$ cat config.mk
export PLATFORM = sky130hd
export DESIGN_NAME = rsct_update
export DESIGN_NICKNAME = d
export VERILOG_FILES = /design/src/sv/rsct_pkg.sv /design/src/sv/rsct_update.sv
export SDC_FILE = /design/constraint.sdc
export NUM_CORES = 2
export LEC_CHECK = 0
export CAP_MARGIN = 25
export CORE_AREA = 4 4 256 308
export DETAILED_ROUTE_END_ITERATION = 8
export DIE_AREA = 0 0 260 312
export DONT_BUFFER_PORTS = 1
export GPL_ROUTABILITY_DRIVEN = 0
export PLACE_DENSITY = 0.8
export SETUP_SLACK_MARGIN = 0.15
export SLEW_MARGIN = 20
export SYNTH_ARGS = -nofsm -noshare
export SYNTH_HDL_FRONTEND = slang
export SYNTH_SLANG_ARGS = --single-unit
$ cat constraint.sdc
create_clock -name i_clk -period 55 [get_ports i_clk]
set_clock_uncertainty 0.2 [all_clocks]
set_input_delay 11 -clock i_clk [delete_from_list [all_inputs] [get_ports i_clk]]
set_output_delay 11 -clock i_clk [all_outputs]
set_load 0.1 [all_outputs]
$ cat src/sv/rsct_pkg.sv
// ---------------------------------------------------------------------------
// rsct_pkg
// Shared types, codes and constants of the radio and sleep countdown timers.
// ---------------------------------------------------------------------------
package rsct_pkg;

    // command codes
    typedef enum logic [3:0] {
        CMD_TICK         = 4'd0,
        CMD_PLAN         = 4'd1,
        CMD_STOP         = 4'd2,
        CMD_START        = 4'd3,
        CMD_CANCEL_STOP  = 4'd4,
        CMD_CANCEL_START = 4'd5,
        CMD_CANCEL_PLAN  = 4'd6,
        CMD_SLEEP        = 4'd7,
        CMD_CANCEL_SLEEP = 4'd8,
        CMD_SLEEP_NOW    = 4'd9,
        CMD_QUERY        = 4'd10
    } t_cmd;

    // result status codes
    typedef enum logic [3:0] {
        ST_APPLIED    = 4'd0,
        ST_CANCELLED  = 4'd1,
        ST_INVALID    = 4'd2,
        ST_EMPTY      = 4'd3,
        ST_ORDER      = 4'd4,
        ST_SHUTDOWN   = 4'd5,
        ST_SLEEP_CONF = 4'd6,
        ST_RADIO_CONF = 4'd7,
        ST_WAKE_NEED  = 4'd8
    } t_status;

    // plan kinds
    typedef enum logic [1:0] {
        PK_NONE  = 2'd0,
        PK_RADIO = 2'd1,
        PK_SLEEP = 2'd2
    } t_plan;

    // shutdown sequence phases
    typedef enum logic [2:0] {
        PH_NONE   = 3'd0,
        PH_WAIT   = 3'd1,
        PH_FLUSH  = 3'd2,
        PH_DSPOFF = 3'd3,
        PH_SETTLE = 3'd4,
        PH_ENTER  = 3'd5,
        PH_HALT   = 3'd6
    } t_phase;

    // configuration register indexes
    localparam logic [2:0] CFG_MAX_MIN   = 3'd0;
    localparam logic [2:0] CFG_WAKE_EN   = 3'd1;
    localparam logic [2:0] CFG_WAKE_MIN  = 3'd2;
    localparam logic [2:0] CFG_STOP_WAIT = 3'd3;
    localparam logic [2:0] CFG_SETTLE    = 3'd4;

    localparam int MS_W  = 28;   // countdown length in ms fits 4095 minutes
    localparam int SEC_W = 18;

    localparam logic [MS_W-1:0] MS_PER_MIN = 28'd60000;
    localparam logic [MS_W-1:0] ROUND_UP   = 28'd999;

    // ceil(2^38 / 1000), exact quotient for dividends below 2^28
    localparam logic [28:0] RECIP_1000 = 29'd274877907;
    localparam int          RECIP_SH   = 38;

    typedef struct packed {
        logic [11:0] max_minutes;
        logic        wake_en;
        logic [11:0] preset_min;
        logic [15:0] stop_wait_ms;
        logic [15:0] settle_ms;
    } t_cfg;

    typedef struct packed {
        t_cmd            command;
        logic [31:0]     now_ms;
        logic [15:0]     first_minutes;
        logic [15:0]     second_minutes;
        logic            wake_from_preset;
        logic            player_stopped;
        logic [MS_W-1:0] first_ms;
        logic [MS_W-1:0] second_ms;
    } t_item;

    typedef struct packed {
        t_status         status;
        t_plan           plan_kind;
        logic [MS_W-1:0] stop_rem_ms;
        logic [MS_W-1:0] start_rem_ms;
        logic [MS_W-1:0] sleep_rem_ms;
        logic [11:0]     wake_after;
        logic            busy;
        logic            p_stop;
        logic            p_play;
        logic            p_resume;
        logic            p_dsp_off;
        logic            p_enter;
    } t_res;

endpackage

$ cat src/sv/rsct_update.sv
// ---------------------------------------------------------------------------
// rsct_update
// Timer and shutdown state with its next-state logic for one command word.
// ---------------------------------------------------------------------------
module rsct_update
    import rsct_pkg::*;
(
    input  logic  i_clk,
    input  logic  i_rst_n,
    input  logic  i_advance,
    input  t_item i_item,
    input  t_cfg  i_cfg,
    output t_res  o_res
);

    logic            r_stop_act, n_stop_act;
    logic [31:0]     r_stop_beg, n_stop_beg;
    logic [MS_W-1:0] r_stop_dur, n_stop_dur;
    logic [31:0]     r_stop_dl,  n_stop_dl;
    logic            r_start_act, n_start_act;
    logic [31:0]     r_start_beg, n_start_beg;
    logic [MS_W-1:0] r_start_dur, n_start_dur;
    logic [31:0]     r_start_dl,  n_start_dl;
    logic            r_sleep_act, n_sleep_act;
    logic [31:0]     r_sleep_beg, n_sleep_beg;
    logic [MS_W-1:0] r_sleep_dur, n_sleep_dur;
    logic [11:0]     r_planned, n_planned;
    logic            r_req, n_req;
    logic [11:0]     r_req_wake, n_req_wake;
    logic            r_sd_on, n_sd_on;
    t_phase          r_phase, n_phase;
    logic [31:0]     r_wait_dl, n_wait_dl;
    logic [31:0]     r_settle_beg, n_settle_beg;
    logic            r_resume, n_resume;

    function automatic logic later_than(input logic [31:0] a, input logic [31:0] b);
        logic [31:0] d;
        d = a - b;
        return (d != 32'd0) && !d[31];
    endfunction

    function automatic logic [MS_W-1:0] rem_ms(input logic act, input logic [31:0] beg,
                                               input logic [MS_W-1:0] dur,
                                               input logic [31:0] now);
        logic [31:0] el;
        el = now - beg;
        if (act && el < {4'd0, dur}) begin
            return dur - el[MS_W-1:0];
        end
        return '0;
    endfunction

    // next state and result of one word
    always_comb begin
        logic [31:0]     now;
        logic [15:0]     m1;
        logic [15:0]     m2;
        logic            stopped;
        t_plan           pk;
        t_status         st;
        t_status         ws;
        logic [11:0]     wake;
        logic [11:0]     pm;
        logic            se, te, de, sl;
        logic            do_accept;
        logic [11:0]     acc_w;
        logic [31:0]     dl1;
        logic [31:0]     dl2;
        logic [31:0]     el_set;
        logic [31:0]     el_wait;

        now     = i_item.now_ms;
        m1      = i_item.first_minutes;
        m2      = i_item.second_minutes;
        stopped = i_item.player_stopped;
        dl1     = now + {4'd0, i_item.first_ms};
        dl2     = now + {4'd0, i_item.second_ms};
        el_set  = now - r_settle_beg;
        el_wait = now - r_wait_dl;

        n_stop_act = r_stop_act;   n_stop_beg = r_stop_beg;
        n_stop_dur = r_stop_dur;   n_stop_dl  = r_stop_dl;
        n_start_act = r_start_act; n_start_beg = r_start_beg;
        n_start_dur = r_start_dur; n_start_dl  = r_start_dl;
        n_sleep_act = r_sleep_act; n_sleep_beg = r_sleep_beg;
        n_sleep_dur = r_sleep_dur;
        n_planned = r_planned; n_req = r_req; n_req_wake = r_req_wake;
        n_sd_on = r_sd_on; n_phase = r_phase; n_wait_dl = r_wait_dl;
        n_settle_beg = r_settle_beg; n_resume = r_resume;

        o_res     = '0;
        st        = ST_APPLIED;
        do_accept = 1'b0;
        acc_w     = r_req_wake;
        se = 1'b0; te = 1'b0; de = 1'b0; sl = 1'b0;

        // plan kind before the update
        if (r_sleep_act || r_req || r_sd_on) begin
            pk = PK_SLEEP;
        end else if (r_stop_act || r_start_act) begin
            pk = PK_RADIO;
        end else begin
            pk = PK_NONE;
        end

        // wake minutes of a sleep command
        ws   = ST_APPLIED;
        wake = 12'd0;
        pm   = (i_cfg.preset_min > i_cfg.max_minutes) ? i_cfg.max_minutes
                                                      : i_cfg.preset_min;
        if (i_item.wake_from_preset) begin
            if (i_cfg.wake_en) begin
                if (pm == 12'd0) begin
                    ws = ST_WAKE_NEED;
                end
                wake = pm;
            end
        end else if (m2 > {4'd0, i_cfg.max_minutes}) begin
            ws = ST_INVALID;
        end else begin
            wake = m2[11:0];
        end

        if (r_phase == PH_HALT) begin
            st = ST_SHUTDOWN;
        end else begin
            case (i_item.command)
                CMD_TICK: begin
                    if (r_phase != PH_NONE) begin
                        // shutdown sequence step
                        case (r_phase)
                            PH_WAIT: begin
                                if (stopped || !el_wait[31]) begin
                                    n_phase = PH_FLUSH;
                                end
                            end
                            PH_FLUSH: begin
                                o_res.p_resume = r_resume;
                                n_phase = PH_DSPOFF;
                            end
                            PH_DSPOFF: begin
                                o_res.p_dsp_off = 1'b1;
                                n_settle_beg = now;
                                n_phase = PH_SETTLE;
                            end
                            PH_SETTLE: begin
                                if (el_set >= {16'd0, i_cfg.settle_ms}) begin
                                    n_phase = PH_ENTER;
                                end
                            end
                            PH_ENTER: begin
                                o_res.p_enter = 1'b1;
                                n_phase = PH_HALT;
                            end
                            default: begin
                            end
                        endcase
                    end else if (r_req && !r_sd_on) begin
                        do_accept = 1'b1;
                    end else begin
                        se = r_stop_act && ((now - r_stop_beg) >= {4'd0, r_stop_dur});
                        te = r_start_act && ((now - r_start_beg) >= {4'd0, r_start_dur});
                        de = r_sleep_act && ((now - r_sleep_beg) >= {4'd0, r_sleep_dur});
                        if (se) begin
                            n_stop_act = 1'b0; n_stop_beg = '0; n_stop_dur = '0;
                        end
                        if (te) begin
                            n_start_act = 1'b0; n_start_beg = '0; n_start_dur = '0;
                        end
                        // both lapse: only the later deadline acts
                        if (se && te) begin
                            sl = later_than(r_start_dl, r_stop_dl);
                            se = !sl;
                            te = sl;
                        end
                        if (de) begin
                            n_sleep_act = 1'b0; n_sleep_beg = '0; n_sleep_dur = '0;
                            n_req = 1'b1;
                            n_req_wake = r_planned;
                            acc_w = r_planned;
                            do_accept = !r_sd_on;
                        end else if (se) begin
                            o_res.p_stop = !stopped;
                        end else if (te) begin
                            o_res.p_play = stopped;
                        end
                    end
                end
                CMD_PLAN: begin
                    if (m1 > {4'd0, i_cfg.max_minutes} || m2 > {4'd0, i_cfg.max_minutes}) begin
                        st = ST_INVALID;
                    end else if (m1 == 16'd0 && m2 == 16'd0) begin
                        st = ST_EMPTY;
                    end else if (m1 != 16'd0 && m2 != 16'd0 && m2 <= m1) begin
                        st = ST_ORDER;
                    end else if (pk == PK_SLEEP) begin
                        st = (r_sd_on || r_req) ? ST_SHUTDOWN : ST_SLEEP_CONF;
                    end else begin
                        n_stop_act  = (m1 != 16'd0);
                        n_stop_beg  = (m1 != 16'd0) ? now : 32'd0;
                        n_stop_dur  = i_item.first_ms;
                        n_stop_dl   = dl1;
                        n_start_act = (m2 != 16'd0);
                        n_start_beg = (m2 != 16'd0) ? now : 32'd0;
                        n_start_dur = i_item.second_ms;
                        n_start_dl  = dl2;
                    end
                end
                CMD_STOP, CMD_START: begin
                    if (m1 > {4'd0, i_cfg.max_minutes}) begin
                        st = ST_INVALID;
                    end else if (m1 == 16'd0) begin
                        if (i_item.command == CMD_STOP) begin
                            n_stop_act = 1'b0; n_stop_beg = '0; n_stop_dur = '0;
                        end else begin
                            n_start_act = 1'b0; n_start_beg = '0; n_start_dur = '0;
                        end
                        st = ST_CANCELLED;
                    end else if (pk == PK_SLEEP) begin
                        st = (r_sd_on || r_req) ? ST_SHUTDOWN : ST_SLEEP_CONF;
                    end else if (i_item.command == CMD_STOP) begin
                        if (r_start_act && !later_than(r_start_dl, dl1)) begin
                            st = ST_ORDER;
                        end else begin
                            n_stop_act = 1'b1; n_stop_beg = now;
                            n_stop_dur = i_item.first_ms; n_stop_dl = dl1;
                        end
                    end else begin
                        if (r_stop_act && !later_than(dl1, r_stop_dl)) begin
                            st = ST_ORDER;
                        end else begin
                            n_start_act = 1'b1; n_start_beg = now;
                            n_start_dur = i_item.first_ms; n_start_dl = dl1;
                        end
                    end
                end
                CMD_CANCEL_STOP, CMD_CANCEL_START, CMD_CANCEL_PLAN: begin
                    if (i_item.command != CMD_CANCEL_START) begin
                        n_stop_act = 1'b0; n_stop_beg = '0; n_stop_dur = '0;
                    end
                    if (i_item.command != CMD_CANCEL_STOP) begin
                        n_start_act = 1'b0; n_start_beg = '0; n_start_dur = '0;
                    end
                    st = ST_CANCELLED;
                end
                CMD_SLEEP: begin
                    if (m1 > {4'd0, i_cfg.max_minutes}) begin
                        st = ST_INVALID;
                    end else if (m1 == 16'd0) begin
                        st = ST_EMPTY;
                    end else if (ws != ST_APPLIED) begin
                        st = ws;
                    end else if (pk == PK_RADIO) begin
                        st = ST_RADIO_CONF;
                    end else if (r_sd_on || r_req) begin
                        st = ST_SHUTDOWN;
                    end else begin
                        n_sleep_act = 1'b1; n_sleep_beg = now;
                        n_sleep_dur = i_item.first_ms;
                        n_planned = wake;
                    end
                end
                CMD_CANCEL_SLEEP: begin
                    if (r_sd_on) begin
                        st = ST_SHUTDOWN;
                    end else begin
                        n_sleep_act = 1'b0; n_sleep_beg = '0; n_sleep_dur = '0;
                        n_planned = '0; n_req = 1'b0; n_req_wake = '0;
                        st = ST_CANCELLED;
                    end
                end
                CMD_SLEEP_NOW: begin
                    if (ws != ST_APPLIED) begin
                        st = ws;
                    end else if (r_sd_on || r_req) begin
                        st = ST_SHUTDOWN;
                    end else begin
                        n_stop_act = 1'b0;  n_stop_beg = '0;  n_stop_dur = '0;
                        n_start_act = 1'b0; n_start_beg = '0; n_start_dur = '0;
                        n_sleep_act = 1'b0; n_sleep_beg = '0; n_sleep_dur = '0;
                        n_planned = wake; n_req = 1'b1; n_req_wake = wake;
                    end
                end
                CMD_QUERY: begin
                end
                default: begin
                    st = ST_INVALID;
                end
            endcase
        end

        // shutdown acceptance of a pending request
        if (do_accept) begin
            n_stop_act = 1'b0;  n_stop_beg = '0;  n_stop_dur = '0;
            n_start_act = 1'b0; n_start_beg = '0; n_start_dur = '0;
            n_sleep_act = 1'b0; n_sleep_beg = '0; n_sleep_dur = '0;
            n_planned = acc_w;
            n_req = 1'b0; n_req_wake = '0;
            n_sd_on = 1'b1;
            n_wait_dl = now + {16'd0, i_cfg.stop_wait_ms};
            n_resume = !stopped;
            o_res.p_stop = !stopped;
            n_phase = stopped ? PH_FLUSH : PH_WAIT;
        end

        // result after the update
        o_res.status = st;
        if (n_sleep_act || n_req || n_sd_on) begin
            o_res.plan_kind = PK_SLEEP;
        end else if (n_stop_act || n_start_act) begin
            o_res.plan_kind = PK_RADIO;
        end else begin
            o_res.plan_kind = PK_NONE;
        end
        o_res.stop_rem_ms  = rem_ms(n_stop_act, n_stop_beg, n_stop_dur, now);
        o_res.start_rem_ms = rem_ms(n_start_act, n_start_beg, n_start_dur, now);
        o_res.sleep_rem_ms = rem_ms(n_sleep_act, n_sleep_beg, n_sleep_dur, now);
        o_res.wake_after   = n_req ? n_req_wake : n_planned;
        o_res.busy         = n_sd_on || n_req;
    end

    // state registers
    always_ff @(posedge i_clk) begin
        if (!i_rst_n) begin
            r_stop_act <= 1'b0;  r_stop_beg <= '0;  r_stop_dur <= '0;  r_stop_dl <= '0;
            r_start_act <= 1'b0; r_start_beg <= '0; r_start_dur <= '0; r_start_dl <= '0;
            r_sleep_act <= 1'b0; r_sleep_beg <= '0; r_sleep_dur <= '0;
            r_planned <= '0; r_req <= 1'b0; r_req_wake <= '0;
            r_sd_on <= 1'b0; r_phase <= PH_NONE; r_wait_dl <= '0;
            r_settle_beg <= '0; r_resume <= 1'b0;
        end else if (i_advance) begin
            r_stop_act <= n_stop_act;   r_stop_beg <= n_stop_beg;
            r_stop_dur <= n_stop_dur;   r_stop_dl  <= n_stop_dl;
            r_start_act <= n_start_act; r_start_beg <= n_start_beg;
            r_start_dur <= n_start_dur; r_start_dl  <= n_start_dl;
            r_sleep_act <= n_sleep_act; r_sleep_beg <= n_sleep_beg;
            r_sleep_dur <= n_sleep_dur;
            r_planned <= n_planned; r_req <= n_req; r_req_wake <= n_req_wake;
            r_sd_on <= n_sd_on; r_phase <= n_phase; r_wait_dl <= n_wait_dl;
            r_settle_beg <= n_settle_beg; r_resume <= n_resume;
        end
    end

    // once halted the block stays halted
    a_halt_sticky: assert property (@(posedge i_clk) disable iff (!i_rst_n)
        r_phase == PH_HALT |=> r_phase == PH_HALT)
        else $error("left halted phase");

    // shutdown running and a phase in progress go together
    a_sd_phase: assert property (@(posedge i_clk) disable iff (!i_rst_n)
        r_sd_on == (r_phase != PH_NONE))
        else $error("shutdown flag and phase disagree");

    // sleep entry is followed by the halted phase
    a_enter_halt: assert property (@(posedge i_clk) disable iff (!i_rst_n)
        i_advance && o_res.p_enter |=> r_phase == PH_HALT)
        else $error("sleep entry without halt");

    // radio countdowns are cleared while a sleep plan holds
    a_exclusive: assert property (@(posedge i_clk) disable iff (!i_rst_n)
        r_sleep_act |-> !(r_stop_act || r_start_act))
        else $error("radio and sleep countdowns both armed");

endmodule

### Word-level counts from Yosys, hierarchy flattened

Cells that the tools add are included.

* output and inout bits: 108
* bits in registers: 341

* reduce and logical (&&, ||, !) cells: 58
* add/sub/neg operators: 17
* equality and inequality tests: 34
* magnitude comparators: 11
* bitwise logic cells: 1
* multiplexer cells: 287

Operators by type and width (number)
* $mux W32: 69
* $mux W28: 55
* $sub A32 B32 Y32: 11
* $pmux W32 S5: 2
* $mux W12: 24
* $pmux W28 S5: 2
* $pmux W32 S2: 2
* $pmux W32 S4: 1
* $pmux W28 S4: 1
* $ge A32 B28 Y1: 3
* $lt A32 B28 Y1: 3
* $reduce_bool A32 Y1: 3
* $mux W1: 85
* $sub A28 B28 Y28: 3
* $pmux W12 S3: 2
* $add A32 B28 Y32: 2
* $mux W3: 16
* $mux W4: 12
* $add A32 B16 Y32: 1
* $ge A32 B16 Y1: 1
* $gt A16 B12 Y1: 2
* $logic_not A16 Y1: 2
* $reduce_bool A16 Y1: 2
* $pmux W4 S7: 1
* other kinds (37): 103

### Depth between registers and ports, before layout

* depth in word-level cells: 19
* gate-level depth with buffers: 71
* gate-level depth less buffers: 69

### Least setup slack after synthesis

Ideal clock, no wire load.

* kind: input-to-output
* from: in i_item[28] in the netlist's numbering
* to: out o_res[49] in the netlist's numbering
* path buffers: 4
* path slack: 17.860 ns
* cell stages on the path: 70
* arrival time: 25.940 ns
* cell sequence: ha_1 -> fa_1 -> a21o_1 -> a21oi_1 -> o21bai_1 -> a21oi_1 -> o21bai_1 -> a31o_2 -> a311oi_1 -> o21a_1 -> nor3_1 -> o31ai_1 -> nand2_1 -> a21oi_1 -> o21bai_1 -> xnor2_1 -> inv_1 -> ha_1 -> [... 34 more ...] -> nor2b_1 -> o21ai_0 -> nand2b_1 -> a21oi_1 -> nor2b_1 -> o21ai_0 -> nand2b_1 -> a21oi_1 -> nor2b_1 -> o21ai_0 -> a21oi_1 -> nor3_1 -> o31ai_1 -> a2111oi_0 -> a21oi_1 -> or3_1 -> buf_2 -> nor4_1

RTL lines
* start, declared: RTL line rsct_update.sv:11 `input t_item i_item,`
* end, declared: RTL line rsct_update.sv:13 `output t_res o_res`

==> results.toml <==
[detailed_routing]
vias = 52600
wire_per_inst_um = 24.1
drtPass1Iterations = 9
detail-route-antenna-nets = 0
drc_errors = 20
wirelength_um = 183000
drtIter0Drc = 6186
vias_per_cell = 6.90

[pwr]
p_comb_share_pct = 43.2
p_sw_share_pct = 40.0
power_density_nw_per_um2 = 18.8
clockPowerShare_pct = 31.1
p_switching_uw = 395
intPower_uw = 593
irDropWorstVdd_mv = 0.0225
p_leak_uw = 0.0221
sequentialPowerShare_pct = 25.7

[sta]
min_period_ns = 38.22
setup_viol = 0
drv_slew = 0
worstMarginPinSlew_ns = 1.10
fin_ws_ns = 16.78
timing.final.hold_violations = 0
fin_crit_sh_pct = 69.5
slew_headroom_pct = 25.8
fin_tns_setup_ns = 0
max_freq_mhz = 26.2
rsz0062_at_grt = "false"
timing.hold.ws_ns = 0.262

[floorplan]
fp.dieH_um = 312
core-area_um2 = 76000
chipWidth_um = 260
io_pins = 294
initial_core_util_pct = 64.5
dieArea_um2 = 81100
rows = 111

[synth]
synthCells = 6695
synth_edf_count = 0
seq_area_frac_synth_pct = 13.9
ys_seq_elements = 341
syn_area_um2 = 49000
yosys_warnings = 0
ys.flop_type = "dfxtp_1"
async_flop_share_pct = 0
synth.avg_cell_area_um2 = 7.32
synth_cell_types = 107
syn_nets = 7606

[clock_network]
clockRootBuffer = "clkbuf_16"
ctsHoldBuffers = 0
clockBufferDepth = 3
h-tree-depth = 2
cts_resized = 0
cts_tree = "done"
path_clk_slew_ns = 0.06
cts_setup_buffers = 0
cts_sinks = 341
clkLatencyLatePin_ns = 0.61
cts_buffers = 43

[worst_setup_path]
critPathMaxStageDelay_ns = 0.93
cp.arrival_ns = 27.02
cp_slowest_cell = "a211oi_4"
cp_max_fo = 23
cp-start-kind = "input pin"
critPathRequiredTime_ns = 43.80
crit_type = "input pin to output pin"
worst_setup_path_end_kind = "output pin"

[final_layout]
multi_input_area_um2 = 39100
final_common_cell = "ha_1"
fin_area_um2 = 52500
layout.nets = 7470
area_growth_pct = 7.23
drive_gt1_share_pct = 5.86
final_cell_mix = "709 x ha_1, 664 x inv_1, 514 x nor2_1"
regArea_um2 = 6830
fill_cells = 6407

[status]
status = "complete, but fails checks"
violations = "DRC"

[place]
place_ws_ns = 17.19
dpl-instance-area_um2 = 51000
hpwl_um = 137000
io_buffers = 0

[global_route]
grt_pass1_wl_um = 276000
grtUsageTotal_pct = 42.9
grt_pass1_vias = 49300
overflow = 0
grt_max_degree = 202
antenna_found_initial = 17

[job]
maxCapViolCount = 0

[worst_hold_path]
hp-class = "flop to flop"
## cell usage after synthesis (all sizes together) (17+ instances only)
master   count  area share (%)
a2111oi     22            0.41
a211o       18            0.32
a211oi      63            0.98
a21boi     100             1.5
a21o       190             2.9
a21oi      465             4.8
a221o       17            0.35
a221oi      29            0.53
a222oi      20            0.41
a22o       130             2.3
a22oi      130             2.0
a31oi       52            0.66
and2        97             1.2
and3        64            0.82
and4        18            0.32
buf         43            0.44
clkbuf     235             1.8
dfxtp      341              14
ha         709              18
inv        666             5.1
maj3        22            0.45
mux2i       97             2.0
nand2      489             3.7
nand2b      94             1.2
nand3      144             1.5
nand4       66            0.84
nor2       561             4.3
nor2b      115             1.5
nor3       175             2.0
nor3b       24            0.37
nor4        52            0.68
o2111ai     51            0.92
o211a       31            0.63
o211ai      36            0.56
o21a       108             1.7
o21ai      419             4.3
o21bai      53            0.81
o2bb2ai     35            0.63
o31ai       43            0.66
or2         40            0.52
or3         51            0.65
xnor2      211             3.8
xor2       138             2.5
## power by group through the flow
stage | Sequential, uW | Combinational, uW | Clock (uW)
after floorplan | 258 | 316 | 0
after global placement | 259 | 397 | 0
after detailed placement | 259 | 409 | 0
after CTS | 254 | 413 | 306
after global routing | 254 | 463 | 315
final | 254 | 426 | 307
## per-stage QoR
step | cells | total power [uW] | util [%]
2_1_floorplan | 6695 | 574 | -
3_3_place_gp | 7517 | 656 | 66.7
3_5_place_dp | 7529 | 668 | 67.1
4_1_cts | 7607 | 972 | 69.1
5_1_grt | 7613 | 1030 | 69.1
6_report | 7623 | 987 | 69.2
## critical path: cells and delay by family
family	cells	cell delay, ns
AO/OA/AOI/OAI	44	9.94
AND/OR/NAND/NOR	17	3.51
adder cells (fa/ha/maj)	5	1.59
buffers and inverters	3	0.64
multiplexers	1	0.25
## path summary, 6_finish.rpt
kind	from	endpoint	slack, ns	depth (start not counted)
worst max-delay path	i_item[28]	o_res[88]	16.78	70
worst min-delay path	r_settle_beg[15]	r_settle_beg[15]	0.26	2
worst max register to register	r_sleep_beg[0]	r_stop_beg[14]	46.12	35
worst min register to register	r_settle_beg[15]	r_settle_beg[15]	0.26	2
## state kept, by name (all words and copies together), names as in the netlist, 28 cells and up
register	cells
r_stop_dur	28
r_stop_beg	32
r_sleep_beg	32
r_start_beg	32
r_start_dl	32
r_stop_dl	32
r_sleep_dur	28
r_settle_beg	32
r_wait_dl	32
r_start_dur	28
## layout make-up
type,count,share of cell area (%)
Clock buffer,56,2.36
Antenna cell,14,0.0667
Tap cell,1017,2.42
Clock inverter,22,0.460
Multi-Input combinational cell,5409,74.5
Timing Repair Buffer,97,2.45
Sequential cell,341,13.0
Inverter,667,4.77
## metal layers
layer / track usage [%] / vias up / part of all wire, %
li1: - / 24000 / -
met1: 48.6 / 24100 / 35
met2: 64.4 / 3402 / 41
met3: 15.5 / 1041 / 14
met4: 34.8 / 20 / 10
met5: 0 / - / 0.090
## cells by family after synthesis
| kind of cell | count (synthesis) | share of synthesized area [%] |
|---|---|---|
| adder cells (fa/ha/maj) | 747 | 19.2 |
| AND/OR/NAND/NOR | 2036 | 20.4 |
| multiplexers | 104 | 2.14 |
| XOR/XNOR | 358 | 6.71 |
| flip-flops | 341 | 13.9 |
| AO/OA/AOI/OAI | 2164 | 30.2 |
| buffers and inverters | 945 | 7.36 |
Power figures use the tool's default switching activity.
